### src/sv/spq_pkg.sv
// Shared types and constants for the sorted priority queue.
package spq_pkg;

   localparam int SPQ_CAPACITY = 16;
   localparam int VALUE_W      = 32;
   localparam int PRIO_W       = 16;
   localparam int STATUS_W     = 2;
   localparam int OCC_W        = 5;

   localparam logic CMD_ENQ = 1'b0;
   localparam logic CMD_DEQ = 1'b1;

   typedef enum logic [STATUS_W-1:0] {
      ST_DONE  = 2'd0,
      ST_EMPTY = 2'd1,
      ST_FULL  = 2'd2
   } status_type;

   typedef struct packed {
      logic signed [VALUE_W-1:0] value;
      logic [PRIO_W-1:0]         priority_key;
   } entry_type;

   // Operation broadcast to every cell of the chain.
   typedef struct packed {
      logic      enq;
      logic      deq;
      entry_type new_entry;
   } ctrl_type;

endpackage

### src/sv/spq_cell.sv
// One storage cell of the sorted chain: holds an entry and trades with its neighbors.
module spq_cell (
   input  logic               clock,
   input  spq_pkg::ctrl_type  ctrl,
   input  logic               occupied,
   input  logic               left_ins,
   input  spq_pkg::entry_type left_entry,
   input  spq_pkg::entry_type right_entry,
   output logic               ins,
   output spq_pkg::entry_type entry
);
   import spq_pkg::*;

   entry_type entry_ff;
   entry_type entry_in;

   // The new entry lands at or before this cell when this cell is free or
   // holds a priority not smaller than the new one.
   assign ins = ctrl.enq && (!occupied || (ctrl.new_entry.priority_key <= entry_ff.priority_key));

   always_comb begin
      entry_in = entry_ff;
      priority if (ctrl.enq && ins) begin
         entry_in = left_ins ? left_entry : ctrl.new_entry;
      end else if (ctrl.deq) begin
         entry_in = right_entry;
      end else begin
         entry_in = entry_ff;
      end
   end

   always_ff @(posedge clock) begin
      entry_ff <= entry_in;
   end

   assign entry = entry_ff;

endmodule

### src/sv/sorted_priority_queue.sv
// Sorted priority queue top level: cell chain, fill count and result register.
// A result is registered and appears in the cycle after its item is accepted.
// Throughput: one item per cycle while each response is taken (req_ready); every
// cell compares against the new key in parallel and shifts one place.
// Reset empties the queue and clears rsp_valid; entries and result fields are kept.
module sorted_priority_queue #(
   parameter int CAPACITY = spq_pkg::SPQ_CAPACITY
) (
   input  logic                                clock,
   input  logic                                reset,
   input  logic                                req_valid,
   output logic                                req_ready,
   input  logic                                req_cmd,
   input  logic signed [spq_pkg::VALUE_W-1:0]  req_item_value,
   input  logic [spq_pkg::PRIO_W-1:0]          req_item_priority,
   output logic                                rsp_valid,
   input  logic                                rsp_ready,
   output logic [spq_pkg::STATUS_W-1:0]        rsp_status,
   output logic signed [spq_pkg::VALUE_W-1:0]  rsp_head_value,
   output logic [spq_pkg::PRIO_W-1:0]          rsp_head_priority,
   output logic [spq_pkg::OCC_W-1:0]           rsp_occupancy
);
   import spq_pkg::*;

   localparam int CW = $clog2(CAPACITY + 1);

   logic [CW-1:0]     count_ff;
   logic [CW-1:0]     count_in;
   logic              rsp_valid_ff;
   status_type        status_ff;
   status_type        status_in;
   entry_type         head_ff;
   entry_type         head_in;
   logic [OCC_W-1:0]  occ_ff;
   logic [CW+OCC_W-1:0] count_ext;

   logic              accept;
   logic              full;
   logic              empty;
   ctrl_type          ctrl;
   logic              ins_chain [CAPACITY];
   entry_type         entries   [CAPACITY];

   assign accept    = req_valid && req_ready;
   assign req_ready = !rsp_valid_ff || rsp_ready;
   assign full      = (count_ff == CW'(CAPACITY));
   assign empty     = (count_ff == '0);

   assign ctrl.enq                    = accept && (req_cmd == CMD_ENQ) && !full;
   assign ctrl.deq                    = accept && (req_cmd == CMD_DEQ) && !empty;
   assign ctrl.new_entry.value        = req_item_value;
   assign ctrl.new_entry.priority_key = req_item_priority;

   for (genvar i = 0; i < CAPACITY; i++) begin : g_cell
      logic      occupied;
      logic      left_ins;
      entry_type left_entry;
      entry_type right_entry;

      assign occupied = (count_ff > CW'(i));

      if (i == 0) begin : g_first
         assign left_ins   = 1'b0;
         assign left_entry = entries[0];
      end else begin : g_mid
         assign left_ins   = ins_chain[i-1];
         assign left_entry = entries[i-1];
      end

      if (i == CAPACITY - 1) begin : g_last
         assign right_entry = entries[i];
      end else begin : g_inner
         assign right_entry = entries[i+1];
      end

      spq_cell u_cell (
         .clock       (clock),
         .ctrl        (ctrl),
         .occupied    (occupied),
         .left_ins    (left_ins),
         .left_entry  (left_entry),
         .right_entry (right_entry),
         .ins         (ins_chain[i]),
         .entry       (entries[i])
      );
   end

   always_comb begin
      count_in  = count_ff;
      status_in = ST_DONE;
      head_in   = '0;
      if (ctrl.enq) begin
         count_in = count_ff + CW'(1);
      end else if (ctrl.deq) begin
         count_in = count_ff - CW'(1);
         head_in  = entries[0];
      end
      if (req_cmd == CMD_ENQ && full) begin
         status_in = ST_FULL;
      end else if (req_cmd == CMD_DEQ && empty) begin
         status_in = ST_EMPTY;
      end
   end

   assign count_ext = {{OCC_W{1'b0}}, count_in};

   always_ff @(posedge clock) begin
      if (reset) begin
         count_ff     <= '0;
         rsp_valid_ff <= 1'b0;
      end else begin
         count_ff <= count_in;
         if (accept) begin
            rsp_valid_ff <= 1'b1;
         end else if (rsp_ready) begin
            rsp_valid_ff <= 1'b0;
         end
      end
      if (accept) begin
         status_ff <= status_in;
         head_ff   <= head_in;
         occ_ff    <= count_ext[OCC_W-1:0];
      end
   end

   assign rsp_valid         = rsp_valid_ff;
   assign rsp_status        = status_ff;
   assign rsp_head_value    = head_ff.value;
   assign rsp_head_priority = head_ff.priority_key;
   assign rsp_occupancy     = occ_ff;

   a_count_bound: assert property (@(posedge clock) disable iff (reset)
      count_ff <= CW'(CAPACITY))
      else $error("entry count exceeds capacity");

   a_deq_count: assert property (@(posedge clock) disable iff (reset)
      ctrl.deq |=> count_ff == $past(count_ff) - CW'(1))
      else $error("dequeue did not reduce the count by one");

   a_full_refused: assert property (@(posedge clock) disable iff (reset)
      accept && req_cmd == CMD_ENQ && full |=> count_ff == $past(count_ff))
      else $error("enqueue into a full queue changed the count");

   a_head_sorted: assert property (@(posedge clock) disable iff (reset)
      count_ff >= CW'(2) |-> entries[0].priority_key <= entries[1].priority_key)
      else $error("head entry out of order");

endmodule
### config.mk
export PLATFORM = sky130hd
export DESIGN_NAME = sorted_priority_queue
export DESIGN_NICKNAME = d
export VERILOG_FILES = /design/src/sv/spq_pkg.sv /design/src/sv/spq_cell.sv /design/src/sv/sorted_priority_queue.sv
export SDC_FILE = /design/constraint.sdc
export NUM_CORES = 2
export LEC_CHECK = 0
export ABC_AREA = 1
export BUFFER_PORTS_ARGS = -buffer_cell sky130_fd_sc_hd__buf_4
export CAP_MARGIN = 10
export CELL_PAD_IN_SITES_DETAIL_PLACEMENT = 0
export CELL_PAD_IN_SITES_GLOBAL_PLACEMENT = 1
export CORE_UTILIZATION = 48
export CTS_CLUSTER_DIAMETER = 120
export DETAILED_ROUTE_END_ITERATION = 10
export PLACE_DENSITY_LB_ADDON = 0.3
export SLEW_MARGIN = 5
export SYNTH_ARGS = -nofsm -noshare
export SYNTH_HDL_FRONTEND = slang
export SYNTH_SLANG_ARGS = --single-unit
### constraint.sdc
create_clock -name clock -period 6 [get_ports clock]
set_clock_uncertainty 0.15 [all_clocks]
set_input_delay 0.9 -clock clock [delete_from_list [all_inputs] [get_ports clock]]
set_output_delay 0.9 -clock clock [all_outputs]
set_load 0.02 [all_outputs]
### Word-level counts from Yosys, hierarchy flattened

Cells that the tools add are included.

* flip-flop bits (word level): 829
* bits of input ports: 53
* output and inout bits: 57
* logic and storage cells: 218

* add/subtract/negate cells: 2
* magnitude comparators: 32
* equal/unequal tests: 1
* muxes and demuxes: 50
* bitwise gates (word level): 2
* reduce and logical (&&, ||, !) cells: 93

Operator list (number)
* $mux 48: 45
* $le 16x16->1: 16
* $gt 5x4->1 const B: 8
* $logic_and 1x1->1: 39
* $reduce_bool 2->1: 16
* $gt 5x3->1 const B: 4
* $logic_not 1->1: 19
* $logic_or 1x1->1: 17
* $gt 5x1->1 const B: 2
* $gt 5x2->1 const B: 2
* $mux 5: 2
* $add 5x1->5 const B: 1
* $eq 5x5->1 const B: 1
* $logic_not 5->1: 1
* $sub 5x1->5 const B: 1
* $mux 1: 3
* $not 1->1: 2
* $reduce_or 2->1: 1

### Longest topological paths before layout

* depth after elaboration: 8
* mapped depth: 19
* mapped depth without buffers: 16

### Cells and area by module

Synthesis repeated with hierarchy kept, for this count alone.

* cell total of the unflattened synthesis: 5686
* area total of the unflattened synthesis: 53989.3 µm²

By module, submodules not included
* spq_cell (g_cell[0].u_cell ...): times used 11, cells an instance 338, area each 3199.3 µm²
* spq_cell (g_cell[5].u_cell ...): times used 5, cells an instance 338, area each 3198.1 µm²
* sorted_priority_queue: times used 1, cells an instance 278, area each 2806.4 µm²

### Worst setup path after synthesis

OpenSTA, ideal clock, no wires.

* path kind: input port to flip-flop
* from: in req_item_priority[0] (netlist name)
* to: reg g_cell[15].u_cell.entry_ff (netlist bit g_cell[15].u_cell.entry[0]) (enable)
* data arrival time: 4.650 ns
* data required time: 5.367 ns
* setup slack: 0.717 ns
* stages: 9
* path through: clkinv_1 clkbuf_1 ha_1 nor2_1 nor2_1 o21ai_0 a21oi_1 o21ai_0 a31oi_1

* longest elaborated chain between the ends: 4

RTL lines
* from (decl): line sorted_priority_queue.sv:15 `input logic [spq_pkg::PRIO_W-1:0] req_item_priority,`
* $le 16x16->1: line spq_cell.sv:19 `assign ins = ctrl.enq && (!occupied || (ctrl.new_entry.priority_key <= entry_ff.priority_key));`
* $logic_or 1x1->1: line spq_cell.sv:19
* $logic_and 1x1->1: line spq_cell.sv:19
* $logic_and 1x1->1: line spq_cell.sv:23 `priority if (ctrl.enq && ins) begin`
* to (signal assigned): line spq_cell.sv:33 `entry_ff <= entry_in;`
* to (decl): line spq_cell.sv:14 `entry_type entry_ff;`

No other way between the ends.
A chain may end at the register's enable or synchronous reset.

### Worst setup path in the final report

* from: reg count_ff[0]
* to: reg g_cell[1].u_cell.entry_ff (netlist bit g_cell[1].u_cell.entry[28]) (enable)

* longest elaborated chain between the ends: 6

RTL lines
* from (decl): line sorted_priority_queue.sv:27 `logic [CW-1:0] count_ff;`
* from (signal assigned): line sorted_priority_queue.sv:112 `count_ff <= count_in;`
* $gt 5x1->1 or $eq 5x5->1 (tied branches): line sorted_priority_queue.sv:60, sorted_priority_queue.sv:46
* $logic_not 1->1, on equally long branches: line spq_cell.sv:19, sorted_priority_queue.sv:49
* $logic_or 1x1->1 or $logic_and 1x1->1 (tied branches): line spq_cell.sv:19, sorted_priority_queue.sv:49
* $logic_and 1x1->1: line spq_cell.sv:19
* $logic_and 1x1->1: line spq_cell.sv:23
* $reduce_bool 2->1 (no source line) *
* to (signal assigned): line spq_cell.sv:33
* to (decl): line spq_cell.sv:14

Every way passes the cells marked *; elsewhere a longest branch is shown, timed or not.

==> impl_metrics.csv <==
group,metric,value,unit
run_status,outcome,"completed",
critical_path,r2r_slack,2.18,ns
routing,antenna_left,0,
die,fp.coreArea,104000,sq um
critical_path,path_class,"register to register",
routing,routed_wl,121,mm
global_routing,antenna_found_initial,0,
routing,wl_per_cell,15.2,um
synthesis,synth_edf_count,823,
worst_hold_path,hold_start,"reset",
clock_tree,cts_setup_buffers,0,
layout,drive_gt1_share,5.31,%
timing,fin_crit_sh,63.7,%
synthesis,synth_seq_cells,829,
die,die_area,107000,sq um
global_routing,grtUsageTotal,22.4,%
clock_tree,numCtsBuffers,93,
critical_path,crit_path_cell_trace,"inv_1 > ha_1 > inv_1 > nor3_2 > nand2_1 > nand3_4 > nand2_2 > buf_4",
power,power_per_cell_area,324,nW/um^2
synthesis,avgSynthCellArea,7.70,sq um
synthesis,ys_warn_count,0,
clock_tree,cts-root-buf,"clkbuf_16",
routing,vias,38600,
job,max_cap_viol_count,0,
critical_path,rr_endpoint,"g_cell[1].u_cell.entry[28]",
routing,firstDrtPassIters,5,
critical_path,required,6.21,ns
critical_path,arrival,4.04,ns
critical_path,cpMostUsedCell,"inv_1",
global_routing,grt_pass1_wl,198,mm
layout,fin_nets,6771,
critical_path,startpoint_type,"register",
synthesis,postSynthCellCount,6572,
clock_tree,clk_latency,0.68,ns
critical_path,cpMaxStageDelayCell,"nand2_2",
layout,num_antenna_cells,0,
layout,multi_input_area,20800,sq um
layout,fillers,10100,
layout,register_area,24800,sq um
timing,slew_violations,0,
critical_path,end_kind,"register",
timing,setup-violations-final,0,
routing,detail_route.iter0.violations,3136,
clock_tree,cts_tree,"yes",
global_routing,gr-total-overflow,0,
critical_path,critical_path.max_stage_delay,0.88,ns
die,fp-row-count,118,
synthesis,ys_async_sr_fraction,0,%
synthesis,synthesis.nets,6886,
global_routing,first_global_vias,36100,
timing,worst_slew_pin_slew,1.15,ns
synthesis,syn_area,50600,sq um
clock_tree,clockBufferDepth,3,
clock_tree,cts_resized,0,
power,irDropWorstVdd,233,uV
timing,period_needed,3.82,ns
timing,setup-tns-final,0,ns
die,start_util,48.7,%
die,die_x,327,um
critical_path,startpoint,"count_ff[0]",
layout,areaGrowthSynthToFinish,8.17,%
critical_path,rr_startpoint,"count_ff[0]",
power,p_leak,29.0,nW
worst_hold_path,hp-class,"input pin to register",
timing,max_freq,262,MHz
die,die_y,327,um
power,total_power,17.7,mW
worst_hold_path,min_to,"rsp_valid",
timing,hold_slack,0.283,ns
clock_tree,cts_sinks,829,
routing,drc,0,
synthesis,yosysSeqAreaShare,49.1,%
clock_tree,cts_max_level,3,
placement,port_buffers,109,
timing,timing.slew.headroom,22.9,%
timing,hold_viol,0,
critical_path,cp_max_fo,36,
die,io_pins,110,
placement,hpwl,88.5,mm
synthesis,synth_top_flop_cell,"edfxtp_1",
synthesis,synthDistinctLibCells,36,
global_routing,grt_max_degree,115,
critical_path,rr_worst_depth,8,
clock_tree,clkTransAtPathRegs,0.06,ns
routing,viasPerCell,4.88,
timing,rsz0062_at_grt,"no",
worst_hold_path,hold_path_depth,2,
clock_tree,postCtsHoldBufs,0,
layout,final_cell_mix,"3090 x nand2_1, 841 x inv_1, 823 x edfxtp_1, 689 x nand3_1, 261 x ha_1",
placement,gp_congestion,0.845,
layout,mostFrequentLayoutCell,"nand2_1",
[critical path: cells and delay by family (launching register included)]
family	cells	cell delay, ns
DFF	1	0.45
and+or+nand+nor	4	1.99
adders and majority gates	1	0.23
buffers and inverters	3	0.63
[layout make-up]
class                      instances  share of cell area [%]
tap                             1380                    3.16
sequential                       829                    45.4
inverter                         861                    5.91
multi-input combinational       4526                    38.0
clock buffer                     104                    4.37
clock inverter                    65                    1.10
timing repair buffer             146                    2.03
[cell families after synthesis]
group / Yosys count / share of synthesized area, %
buf+inv: 1217 / 9.97
xor+xnor: 3 / 0.0520
fa+ha+maj: 261 / 6.46
flops: 829 / 49.1
simple gates: 4006 / 31.8
compound gates: 256 / 2.66
[worst max path at each step]
stage,to,slack [ns],depth (start not counted)
final,g_cell[1].u_cell.entry[28],2.18,8
after global routing,g_cell[1].u_cell.entry[31],1.97,8
after detailed placement,g_cell[15].u_cell.entry[38],1.97,8
after floorplan,g_cell[15].u_cell.entry[0],0.72,9
after global placement,g_cell[2].u_cell.entry[29],1.96,16
after CTS,g_cell[14].u_cell.entry[40],2.19,8
[routing by layer]
| layer | vias to the layer above | global-route usage, % | wire, um |
|---|---|---|---|
| li1 | 20500 | - | - |
| met1 | 17100 | 36.0 | 64100 |
| met2 | 863 | 32.0 | 48200 |
| met3 | 130 | 2.40 | 6280 |
| met4 | 0 | 5.11 | 2050 |
| met5 | - | 0 | 0 |
[where the power goes]
part | total (mW) | internal [mW] | switching, mW
Sequential | 8.02 | 7.62 | 0.401
Combinational | 4.03 | 1.23 | 2.80
Clock | 5.67 | 3.25 | 2.42
Total | 17.7 | 12.1 | 5.62
[Yosys cell counts, drive strengths merged, types with 3 or more instances]
cell    number  area, sq um
nand3      691         3460
a21o        14          105
clkbuf     113          424
xor2         3         26.3
nor2       161          607
nand4       16          100
inv        860         3230
edfxtp     823        24700
o21ai      122          611
o21a         6         45.0
dfxtp        6          120
nand2     3134        11900
buf        243         1380
a21oi      107          536
ha         261         3270
[metrics by stage]
step                      instances  utilization, %  area, sq um  setup slack, ns
after floorplan                6572               -        50600            0.717
after global placement         7742            49.8        51700             1.96
after detailed placement       7742            49.8        51700             1.97
after CTS                      7911            52.6        54700             2.19
after global routing           7911            52.6        54700             1.97
final                          7911            52.6        54700             2.18
[registers in the layout (all words and copies together) (netlist names)]
register	count
g_cell.u_cell.entry	768
rsp_head_value	32
rsp_head_priority	16
count_ff	5
rsp_occupancy	5
rsp_status	2
rsp_valid	1
No activity file was read; power rests on OpenSTA's default activity.
